$ cat src/sv/dpp_pkg.sv
// Shared types, constants and helper functions for the depth-pixel-to-point block.
// Holds the register map, the camera setup struct, the sequencer states and
// the fixed-point widths used by every module of the block.
package dpp_pkg;

  // Field widths of the streams and registers.
  localparam int DEPTH_W   = 16;
  localparam int COLOR_W   = 8;
  localparam int DIM_W     = 13;
  localparam int CENTER_W  = 16;
  localparam int INV_W     = 24;
  localparam int PT_W      = 32;
  localparam int CFG_IDX_W = 3;
  localparam int CFG_DAT_W = 24;

  // Shared multiplier: a 32 x 26 product plus a 24-bit addend.
  localparam int MUL_A_W   = 32;
  localparam int MUL_B_W   = 26;
  localparam int MUL_P_W   = MUL_A_W + MUL_B_W;
  localparam int MUL_ADD_W = 24;
  localparam int MUL_Y_W   = MUL_P_W + 1;

  // Offset magnitude times forward distance, split into two 26-bit halves.
  localparam int MAG_P_W   = 2 * MUL_B_W;
  // Low half times reciprocal, and the merged high-half sum.
  localparam int ACC_W     = 51;
  // Projected magnitude after dropping the two remaining fraction bits.
  localparam int RES_W     = ACC_W - 2;

  // Saturation limits of a signed Q16.16 result.
  localparam logic [PT_W-1:0] SAT_POS = 32'h7FFF_FFFF;
  localparam logic [PT_W-1:0] SAT_NEG = 32'h8000_0000;

  // Register reset values.
  localparam logic [DIM_W-1:0]    FRAME_WIDTH_RST  = 13'd1280;
  localparam logic [DIM_W-1:0]    FRAME_HEIGHT_RST = 13'd720;
  localparam logic [CENTER_W-1:0] CENTER_X_RST     = 16'd10240;
  localparam logic [CENTER_W-1:0] CENTER_Y_RST     = 16'd5760;
  localparam logic [INV_W-1:0]    INV_FOCAL_RST    = 24'd0;
  localparam logic [INV_W-1:0]    INV_DEPTH_RST    = 24'd33554;

  // Register map of the configuration port.
  typedef enum logic [CFG_IDX_W-1:0] {
    REG_FRAME_WIDTH     = 3'd0,
    REG_FRAME_HEIGHT    = 3'd1,
    REG_CENTER_X        = 3'd2,
    REG_CENTER_Y        = 3'd3,
    REG_INV_FOCAL_X     = 3'd4,
    REG_INV_FOCAL_Y     = 3'd5,
    REG_INV_DEPTH_SCALE = 3'd6
  } cfg_reg_t;

  // Camera setup as held in the configuration registers.
  typedef struct packed {
    logic [DIM_W-1:0]    frame_width;
    logic [DIM_W-1:0]    frame_height;
    logic [CENTER_W-1:0] center_x;
    logic [CENTER_W-1:0] center_y;
    logic [INV_W-1:0]    inv_focal_x;
    logic [INV_W-1:0]    inv_focal_y;
    logic [INV_W-1:0]    inv_depth_scale;
  } cam_cfg_t;

  // One pixel request without its frame-start flag.
  typedef struct packed {
    logic [COLOR_W-1:0] red;
    logic [COLOR_W-1:0] green;
    logic [COLOR_W-1:0] blue;
    logic [DEPTH_W-1:0] depth;
  } pixel_t;

  // One point result, last field in the lowest bits.
  typedef struct packed {
    logic [COLOR_W-1:0] red;
    logic [COLOR_W-1:0] green;
    logic [COLOR_W-1:0] blue;
    logic [PT_W-1:0]    vertical;
    logic [PT_W-1:0]    lateral;
    logic [PT_W-1:0]    forward;
  } point_t;

  // Operands of the shared multiply-add unit.
  typedef struct packed {
    logic [MUL_A_W-1:0]   a;
    logic [MUL_B_W-1:0]   b;
    logic [MUL_ADD_W-1:0] addend;
  } mul_op_t;

  // Sequencer steps, one multiplier pass per busy step from ST_FWD to ST_HI_Y.
  typedef enum logic [3:0] {
    ST_IDLE,
    ST_FWD,
    ST_MAG_X,
    ST_LO_X,
    ST_HI_X,
    ST_MAG_Y,
    ST_LO_Y,
    ST_HI_Y,
    ST_PUSH
  } seq_state_t;

  // Applies the sign to a projected magnitude and clamps to signed 32 bits.
  function automatic logic [PT_W-1:0] sat_offset(input logic [RES_W-1:0] res,
                                                  input logic neg);
    if (neg) begin
      if (res >= RES_W'(SAT_NEG)) return SAT_NEG;
      return PT_W'(0) - res[PT_W-1:0];
    end
    if (res > RES_W'(SAT_POS)) return SAT_POS;
    return res[PT_W-1:0];
  endfunction

endpackage

$ cat src/sv/depth_pixel_to_point.sv
// Top level of the depth-pixel-to-point block: configuration registers and
// stream ports. Depends on dpp_pkg; instantiates dpp_pos and dpp_seq.
//
//   channel  direction  handshake            payload
//   in_      slave      in_tvalid/in_tready  depth and colour, frame start in tuser
//   out_     master     out_tvalid/out_tready forward, lateral, vertical, colour
//   cfg_     slave      cfg_valid/cfg_ready  register index and data
//
// A pixel with nonzero depth runs from one request to the next through the
// accept step, seven passes through the single 32 x 26 multiplier and a
// step to load the output register. A zero-depth pixel stays in the idle step.
// Reset is synchronous and active low; it restores the register defaults and
// clears the counters. A stalled output holds the sequencer in its last step.
module depth_pixel_to_point #(
  parameter int MAX_DIM_BITS = 12
) (
  input  logic                              clk,
  input  logic                              rst_n,
  input  logic                              in_tvalid,
  output logic                              in_tready,
  // depth_sample[15:0], blue_in[23:16], green_in[31:24], red_in[39:32]
  input  logic [39:0]                       in_tdata,
  // frame_start[0]
  input  logic                              in_tuser,
  output logic                              out_tvalid,
  input  logic                              out_tready,
  // point_forward[31:0], point_lateral[63:32], point_vertical[95:64],
  // blue_out[103:96], green_out[111:104], red_out[119:112]
  output logic [119:0]                      out_tdata,
  input  logic                              cfg_valid,
  output logic                              cfg_ready,
  input  logic [dpp_pkg::CFG_IDX_W-1:0]     cfg_index,
  input  logic [dpp_pkg::CFG_DAT_W-1:0]     cfg_data
);
  import dpp_pkg::*;

  cam_cfg_t                cam_r;
  pixel_t                  pixel;
  point_t                  point;
  logic [MAX_DIM_BITS-1:0] col, row;
  logic                    in_accept;

  assign cfg_ready = 1'b1;
  assign pixel     = pixel_t'(in_tdata);
  assign in_accept = in_tvalid && in_tready;
  assign out_tdata = point;

  // Configuration registers; unknown indexes are dropped.
  always_ff @(posedge clk) begin
    if (!rst_n) begin
      cam_r.frame_width     <= FRAME_WIDTH_RST;
      cam_r.frame_height    <= FRAME_HEIGHT_RST;
      cam_r.center_x        <= CENTER_X_RST;
      cam_r.center_y        <= CENTER_Y_RST;
      cam_r.inv_focal_x     <= INV_FOCAL_RST;
      cam_r.inv_focal_y     <= INV_FOCAL_RST;
      cam_r.inv_depth_scale <= INV_DEPTH_RST;
    end else if (cfg_valid && cfg_ready) begin
      unique case (cfg_index)
        REG_FRAME_WIDTH:     cam_r.frame_width     <= cfg_data[DIM_W-1:0];
        REG_FRAME_HEIGHT:    cam_r.frame_height    <= cfg_data[DIM_W-1:0];
        REG_CENTER_X:        cam_r.center_x        <= cfg_data[CENTER_W-1:0];
        REG_CENTER_Y:        cam_r.center_y        <= cfg_data[CENTER_W-1:0];
        REG_INV_FOCAL_X:     cam_r.inv_focal_x     <= cfg_data[INV_W-1:0];
        REG_INV_FOCAL_Y:     cam_r.inv_focal_y     <= cfg_data[INV_W-1:0];
        REG_INV_DEPTH_SCALE: cam_r.inv_depth_scale <= cfg_data[INV_W-1:0];
        default: ;
      endcase
    end
  end

  // Raster position of each accepted pixel.
  dpp_pos #(
    .MAX_DIM_BITS (MAX_DIM_BITS)
  ) u_pos (
    .clk          (clk),
    .rst_n        (rst_n),
    .accept       (in_accept),
    .frame_start  (in_tuser),
    .frame_width  (cam_r.frame_width),
    .frame_height (cam_r.frame_height),
    .col          (col),
    .row          (row)
  );

  // Projection sequencer with the shared multiplier and output register.
  dpp_seq #(
    .MAX_DIM_BITS (MAX_DIM_BITS)
  ) u_seq (
    .clk       (clk),
    .rst_n     (rst_n),
    .in_valid  (in_tvalid),
    .in_ready  (in_tready),
    .pixel     (pixel),
    .col       (col),
    .row       (row),
    .cam       (cam_r),
    .out_valid (out_tvalid),
    .out_ready (out_tready),
    .point     (point)
  );

`ifndef ASSERT_OFF
  // A pixel with depth goes busy for its multiplier passes.
  a_busy_after_point: assert property (@(posedge clk) disable iff (!rst_n)
    (in_accept && (in_tdata[15:0] != 16'd0)) |=> !in_tready)
    else $error("block ready right after a pixel with depth");

  // A zero-depth pixel leaves the block ready for the next request.
  a_ready_after_empty: assert property (@(posedge clk) disable iff (!rst_n)
    (in_accept && (in_tdata[15:0] == 16'd0)) |=> in_tready)
    else $error("block busy after a zero-depth pixel");

  // A new result only appears at the end of a busy stretch.
  a_result_from_busy: assert property (@(posedge clk) disable iff (!rst_n)
    $rose(out_tvalid) |-> $past(!in_tready))
    else $error("result appeared without a pixel in work");
`endif

endmodule

$ cat src/sv/dpp_mac.sv
// Shared multiply-add unit of the depth-pixel-to-point block.
// Depends on dpp_pkg for the operand struct and widths.
module dpp_mac (
  input  dpp_pkg::mul_op_t               op,
  output logic [dpp_pkg::MUL_Y_W-1:0]    y
);
  import dpp_pkg::*;

  logic [MUL_P_W-1:0] prod;

  // One 32 x 26 product, then the addend folded in.
  always_comb begin
    prod = op.a * op.b;
    y    = MUL_Y_W'(prod) + MUL_Y_W'(op.addend);
  end

endmodule

$ cat src/sv/dpp_pos.sv
// Column and row counters that track the raster position of each pixel.
// Depends on dpp_pkg for the frame-size width.
module dpp_pos #(
  parameter int MAX_DIM_BITS = 12
) (
  input  logic                            clk,
  input  logic                            rst_n,
  input  logic                            accept,
  input  logic                            frame_start,
  input  logic [dpp_pkg::DIM_W-1:0]       frame_width,
  input  logic [dpp_pkg::DIM_W-1:0]       frame_height,
  output logic [MAX_DIM_BITS-1:0]         col,
  output logic [MAX_DIM_BITS-1:0]         row
);
  import dpp_pkg::*;

  // Compare width: holds a count plus one and the full frame size.
  localparam int CW = (MAX_DIM_BITS + 1 > DIM_W) ? MAX_DIM_BITS + 1 : DIM_W;

  logic [MAX_DIM_BITS-1:0] col_r, col_nxt;
  logic [MAX_DIM_BITS-1:0] row_r, row_nxt;
  logic [CW-1:0]           col_inc, row_inc;
  logic                    col_wrap, row_wrap;

  // Position of the pixel being accepted; frame start forces the origin.
  assign col = frame_start ? '0 : col_r;
  assign row = frame_start ? '0 : row_r;

  // Advance the column, wrapping at the frame width or the counter range.
  always_comb begin
    col_inc  = CW'(col) + CW'(1);
    col_wrap = col_inc[MAX_DIM_BITS] || (col_inc >= CW'(frame_width));
    col_nxt  = col_wrap ? '0 : col_inc[MAX_DIM_BITS-1:0];
    row_inc  = CW'(row) + CW'(1);
    row_wrap = row_inc[MAX_DIM_BITS] || (row_inc >= CW'(frame_height));
    if (!col_wrap) begin
      row_nxt = row;
    end else if (row_wrap) begin
      row_nxt = '0;
    end else begin
      row_nxt = row_inc[MAX_DIM_BITS-1:0];
    end
  end

  // Counters move once per accepted pixel.
  always_ff @(posedge clk) begin
    if (!rst_n) begin
      col_r <= '0;
      row_r <= '0;
    end else if (accept) begin
      col_r <= col_nxt;
      row_r <= row_nxt;
    end
  end

endmodule

$ cat src/sv/dpp_seq.sv
// Sequencer that walks one pixel through the shared multiplier and holds the
// output register. Depends on dpp_pkg and instantiates dpp_mac.
module dpp_seq #(
  parameter int MAX_DIM_BITS = 12
) (
  input  logic                         clk,
  input  logic                         rst_n,
  input  logic                         in_valid,
  output logic                         in_ready,
  input  dpp_pkg::pixel_t              pixel,
  input  logic [MAX_DIM_BITS-1:0]      col,
  input  logic [MAX_DIM_BITS-1:0]      row,
  input  dpp_pkg::cam_cfg_t            cam,
  output logic                         out_valid,
  input  logic                         out_ready,
  output dpp_pkg::point_t              point
);
  import dpp_pkg::*;

  // Signed offset width and its magnitude width.
  localparam int SW   = (MAX_DIM_BITS + 6 > 18) ? MAX_DIM_BITS + 6 : 18;
  localparam int MAGW = SW - 1;

  seq_state_t state_r, state_nxt;
  logic       out_valid_r, out_valid_nxt;
  logic       out_load;

  logic [DEPTH_W-1:0] depth_r;
  logic [COLOR_W-1:0] blue_r, green_r, red_r;
  logic               negx_r, negy_r;
  logic [MAGW-1:0]    magx_r, magy_r;
  logic [PT_W-1:0]    fwd_r, lat_r;
  logic [MAG_P_W-1:0] mag_r;
  logic [ACC_W-1:0]   acc_r;
  point_t             point_r;

  logic [SW-1:0]      off_x, off_y, abs_x, abs_y;
  mul_op_t            mul_op;
  logic [MUL_Y_W-1:0] mul_y;

  dpp_mac u_mac (
    .op (mul_op),
    .y  (mul_y)
  );

  // Q.4 offsets of the pixel from the principal point, as sign and magnitude.
  always_comb begin
    off_x = SW'({cam.frame_width, 4'b0000}) - SW'({col, 4'b0000}) - SW'(cam.center_x);
    off_y = SW'({cam.frame_height, 4'b0000}) - SW'({row, 4'b0000}) - SW'(cam.center_y);
    abs_x = off_x[SW-1] ? (~off_x + SW'(1)) : off_x;
    abs_y = off_y[SW-1] ? (~off_y + SW'(1)) : off_y;
  end

  // Operand select for the shared unit.
  always_comb begin
    mul_op = '0;
    unique case (state_r)
      ST_FWD: begin
        mul_op.a = MUL_A_W'(depth_r);
        mul_op.b = MUL_B_W'(cam.inv_depth_scale);
      end
      ST_MAG_X: begin
        mul_op.a = fwd_r;
        mul_op.b = MUL_B_W'(magx_r);
      end
      ST_MAG_Y: begin
        mul_op.a = fwd_r;
        mul_op.b = MUL_B_W'(magy_r);
      end
      ST_LO_X: begin
        mul_op.a = MUL_A_W'(cam.inv_focal_x);
        mul_op.b = mag_r[MUL_B_W-1:0];
      end
      ST_LO_Y: begin
        mul_op.a = MUL_A_W'(cam.inv_focal_y);
        mul_op.b = mag_r[MUL_B_W-1:0];
      end
      ST_HI_X: begin
        mul_op.a      = MUL_A_W'(cam.inv_focal_x);
        mul_op.b      = mag_r[MAG_P_W-1:MUL_B_W];
        mul_op.addend = acc_r[MUL_B_W+MUL_ADD_W-1:MUL_B_W];
      end
      ST_HI_Y: begin
        mul_op.a      = MUL_A_W'(cam.inv_focal_y);
        mul_op.b      = mag_r[MAG_P_W-1:MUL_B_W];
        mul_op.addend = acc_r[MUL_B_W+MUL_ADD_W-1:MUL_B_W];
      end
      default: mul_op = '0;
    endcase
  end

  // Next state and handshake outputs.
  always_comb begin
    state_nxt     = state_r;
    in_ready      = 1'b0;
    out_load      = 1'b0;
    out_valid_nxt = out_valid_r && !out_ready;
    unique case (state_r)
      ST_IDLE: begin
        in_ready = 1'b1;
        if (in_valid && (pixel.depth != '0)) state_nxt = ST_FWD;
      end
      ST_FWD:   state_nxt = ST_MAG_X;
      ST_MAG_X: state_nxt = ST_LO_X;
      ST_LO_X:  state_nxt = ST_HI_X;
      ST_HI_X:  state_nxt = ST_MAG_Y;
      ST_MAG_Y: state_nxt = ST_LO_Y;
      ST_LO_Y:  state_nxt = ST_HI_Y;
      ST_HI_Y:  state_nxt = ST_PUSH;
      ST_PUSH: begin
        if (!out_valid_r || out_ready) begin
          out_load      = 1'b1;
          out_valid_nxt = 1'b1;
          state_nxt     = ST_IDLE;
        end
      end
      default: state_nxt = ST_IDLE;
    endcase
  end

  // Control registers.
  always_ff @(posedge clk) begin
    if (!rst_n) begin
      state_r     <= ST_IDLE;
      out_valid_r <= 1'b0;
    end else begin
      state_r     <= state_nxt;
      out_valid_r <= out_valid_nxt;
    end
  end

  // Datapath registers, each written only in the steps that fill it.
  always_ff @(posedge clk) begin
    case (state_r)
      ST_IDLE: begin
        if (in_valid) begin
          depth_r <= pixel.depth;
          blue_r  <= pixel.blue;
          green_r <= pixel.green;
          red_r   <= pixel.red;
          negx_r  <= off_x[SW-1];
          negy_r  <= off_y[SW-1];
          magx_r  <= abs_x[MAGW-1:0];
          magy_r  <= abs_y[MAGW-1:0];
        end
      end
      ST_FWD: fwd_r <= mul_y[PT_W+7:8];
      ST_MAG_X: mag_r <= mul_y[MAG_P_W-1:0];
      ST_MAG_Y: begin
        mag_r <= mul_y[MAG_P_W-1:0];
        lat_r <= sat_offset(acc_r[ACC_W-1:2], negx_r);
      end
      ST_LO_X, ST_HI_X, ST_LO_Y, ST_HI_Y: acc_r <= mul_y[ACC_W-1:0];
      ST_PUSH: begin
        if (out_load) begin
          point_r.forward  <= fwd_r;
          point_r.lateral  <= lat_r;
          point_r.vertical <= sat_offset(acc_r[ACC_W-1:2], negy_r);
          point_r.blue     <= blue_r;
          point_r.green    <= green_r;
          point_r.red      <= red_r;
        end
      end
      default: ;
    endcase
  end

  assign out_valid = out_valid_r;
  assign point     = point_r;

endmodule
$ cat config.mk
export PLATFORM = sky130hd
export DESIGN_NAME = depth_pixel_to_point
export DESIGN_NICKNAME = d
export VERILOG_FILES = /design/src/sv/dpp_pkg.sv /design/src/sv/depth_pixel_to_point.sv /design/src/sv/dpp_mac.sv /design/src/sv/dpp_pos.sv /design/src/sv/dpp_seq.sv
export SDC_FILE = /design/constraint.sdc
export NUM_CORES = 2
export LEC_CHECK = 0
export ABC_CLOCK_PERIOD_IN_PS = 11600
export BUFFER_PORTS_ARGS = -buffer_cell sky130_fd_sc_hd__buf_2
export CORE_MARGIN = 2
export CORE_UTILIZATION = 50
export CTS_CLUSTER_DIAMETER = 120
export DETAILED_ROUTE_END_ITERATION = 12
export PLACE_DENSITY = 0.68
export SYNTH_ARGS = -nofsm -noshare
export SYNTH_HDL_FRONTEND = slang
export SYNTH_SLANG_ARGS = --single-unit
$ cat constraint.sdc
create_clock -name clk -period 11.6 [get_ports clk]
set_input_delay 1.16 -clock clk [delete_from_list [all_inputs] [get_ports clk]]
set_output_delay 1.16 -clock clk [all_outputs]
set_load 0.01 [all_outputs]
==> results by group <==
Die
  • Die Width: around 320 um
  • Die area: roughly 0.10 mm^2
  • I/O pin cnt: between 150 and 200
  • Core box area: 0.0970 mm^2
  • FP Rows: around 110
  • Initial core utilization: 50.5%
  • Die span in y: 317 um

Worst setup path
  • Critical path class: reg -> reg
  • R2R depth: 31
  • Crit path arrival time: 10700 ps
  • CP max-delay cell: and3b_2
  • Critical Path RT: approximately 12000 ps
  • Worst-path fanout max: 33
  • Largest stage delay on the critical path: 720 ps
  • CP Capture Type: register
  • Worst Setup Start Kind: register

Min path
  • Worst Hold Depth: 0
  • Worst hold path type: reg -> reg

Clock tree
  • Htree depth: 2
  • PostCTS Resize Cnt: 0
  • CTS root buf: clkbuf_16
  • Clock transition at path regs: 70 ps
  • CTS tree: yes
  • Clk Latency, worst-skew pair: between 600 and 700 ps
  • CTS Buf Count: 51
  • Hold-fix buffers, CTS: 0
  • Total clock sinks: 520
  • Post-CTS Setup Repair Bufs: 0
  • Max clock buf depth: 3

Timing
  • Post-route setup TNS: 0 ps
  • Final hold vios: 0
  • RSZ-0062 raised after global routing: false
  • Maximum clock frequency: 96.7 MHz
  • Worst Tran Pin Value: around 1500 ps
  • Crit share post-route: 89.1%
  • Layout Skew: 50.0 ps
  • Endpoints failing setup: 0
  • Final Max Slew Viols: 4
  • Final worst slack: 1260 ps
  • Minimum clock period: 10340 ps
  • Relative slew margins: -2.65%

GRT
  • Largest net degree at the start of global routing: 82
  • Vias in the first global route: 37700
  • Antenna violations before repair: 14
  • First-pass GRT wire length: 231000 um
  • Global Route Usage Sum: 31.1%
  • GR Overflow Total: 0

Placement
  • PortBufs: between 150 and 200
  • GPL Wtd Cong: 1.03
  • Detailed Place HPWL: 120000 um
  • Post-place setup slack: around 1500 ps
  • Area after DPL: 0.0517 mm^2

Routing
  • DR pass1 iterations: 8
  • Routed WL: 153000 um
  • Via count: 37600
  • # DRC: 0
  • DR WL/cell: 23.1 um
  • Initial DRC Count: 3857
  • Vias per inst: 5.70
  • Final ANT Viol Nets: 0

Final layout
  • Layout cell share with drive strength beyond 1: 7.70%
  • Final Cell Area: 0.0533 mm^2
  • Post-Route Utilization: 55.0%
  • Net count, final: approximately 6300
  • Area Overhead vs Synth: 8.79%

Yosys
  • Mapped Cells: 5137
  • Synthesized area: 0.0490 mm^2
  • Avg Inst Size Synth: 9.54 um^2
  • Share of synthesized registers carrying an async set or reset: 0%
  • Synth top area cells: fa_1, edfxtp_1, nand2_1
  • Top FF cell, synth: edfxtp_1
  • Top cell type's share of synthesized area: 30.7%
  • Cell taking the most area after synthesis: fa_1
  • #FFs+latches synth: 520
  • Post-synth EDFFs: 361
  • Cell variety after synth: 77
  • Yosys warnings: 0
  • Register area share after synthesis: between 20 and 30%

Run status
  • Failing checks: max-capacitance violations, max-slew violations
  • Status: complete, but fails checks

Power and ir drop
  • Total power: about 0.008 W
  • Pwr dens: 150 mW/mm^2
  • P_leak: approximately 24 nW
  • Worst IR drop on VDD: roughly 0.12 mV

Run
  • Max Cap Viol: 1
==> kinds of logic after synthesis <==
family	count (synthesis)	share of synthesized area [%]
muxes	1	0.0204
xor gates and xnor gates	127	2.27
other	2	0.0153
buffers and inverters	1204	9.25
AOI/OAI and AO/OA	649	8.97
DFF	520	28.6
adders and majority gates	989	36.8
and+or+nand+nor	1645	14.1
==> final cells by class <==
cell class,instances,area (um^2)
Antenna cell,6,15.0
Clock buffer,62,1360
Clock inverter,32,256
Fill cell,8750,43700
Inverter,957,3590
Multi-Input combinational cell,3463,30800
Sequential cell,520,14000
Tap cell,1276,1600
Timing Repair Buffer,288,1680
==> worst paths after layout <==
kind,slack [ps],to,start
worst max register to register,1260,u_seq.mag_r[42]$_DFFE_PP_,u_seq.state_r[1]$_SDFFE_PN0P_
worst max-delay path,1260,u_seq.mag_r[42]$_DFFE_PP_,u_seq.state_r[1]$_SDFFE_PN0P_
worst min register to register,410,u_seq.point[110]$_DFFE_PP_,u_seq.green_r[6]$_DFFE_PP_
worst min-delay path,410,u_seq.point[110]$_DFFE_PP_,u_seq.green_r[6]$_DFFE_PP_
==> power by group <==
part           internal [W]  switching, W  leakage [nW]
clock network      0.000892      0.000754         0.792
logic               0.00116       0.00256          18.3
registers           0.00240      0.000224          4.62
total               0.00445       0.00354          23.7
==> stage by stage <==
step | hold WS [ps] | std cells
after floorplan | 400 | 5187
after global placement | 400 | 6504
after detailed placement | 405 | 6504
after CTS | 416 | 6598
after global routing | 420 | 6600
final | 410 | 6604
==> worst max-delay path, delay by kind of cell, from the launching register on <==
family                   cells  cell delay [ps]
adder cells (fa/ha/maj)      8             3830
AO/OA/AOI/OAI                9             2440
AND/OR/NAND/NOR              4             1810
buffers and inverters        9             1210
flip-flops                   1              570
XOR/XNOR                     1              200
==> Yosys cell counts (all sizes together) (11+ instances only) <==
library cell	n
o21ai	69
a221o	45
a221oi	30
o311ai	15
nor2b	27
a21boi	23
o21bai	14
nor2	307
a21o	48
xnor2	90
nand4	22
and3	16
fa	753
a31oi	25
o31ai	14
xor2	37
o211ai	19
nand3	62
nand2	1028
and2	58
edfxtp	361
a22o	18
nor3	39
buf	25
a21oi	223
clkbuf	222
a22oi	48
nand2b	15
dfxtp	159
o21a	12
ha	236
nor4	16
a211oi	11
inv	955
==> sequential cells by signal, summed over array words and instances, names as in the netlist <==
signal	count
u_seq.lat_r	32
u_seq.magx_r	17
u_seq.state_r	4
u_pos.row_r	12
u_seq.fwd_r	32
cam_r	130
u_seq.mag_r	52
u_pos.col_r	12
u_seq.negy_r	1
u_seq.out_valid	1
u_seq.magy_r	17
u_seq.blue_r	8
u_seq.depth_r	16
u_seq.point	120
u_seq.red_r	8
u_seq.negx_r	1
u_seq.acc_r	49
u_seq.green_r	8
==> layer usage <==
metal / GRT usage (%) / share of wire (%) / vias up
met5: 0 / 0.024 / -
met4: 13.6 / 5.3 / 6
met3: 6.23 / 9.7 / 372
met2: 49.1 / 46 / 1886
met1: 41.9 / 39 / 18900
li1: - / - / 16500
==> cells in the final DEF, fill, tap and decap left out, drive strengths merged, types with 12 or more instances in the layout <==
cell type     n
a21boi       23
o31ai        14
inv         963
o21bai       14
nor2b        27
clkbuf       62
xor2         37
nand4        22
and3         16
nand3        62
a221o        45
nand2      1028
nor4         16
a22oi        48
a22o         18
edfxtp      361
a21oi       223
xnor2        90
o311ai       15
o211ai       19
a21o         48
buf         288
fa          753
a31oi        25
nor3         39
ha          236
nand2b       15
dfxtp       159
and2         58
nor2        307
a221oi       30
clkinv       21
o21a         12
conb         52
o21ai        69
Note: power is estimated with default switching activity, not from simulation.
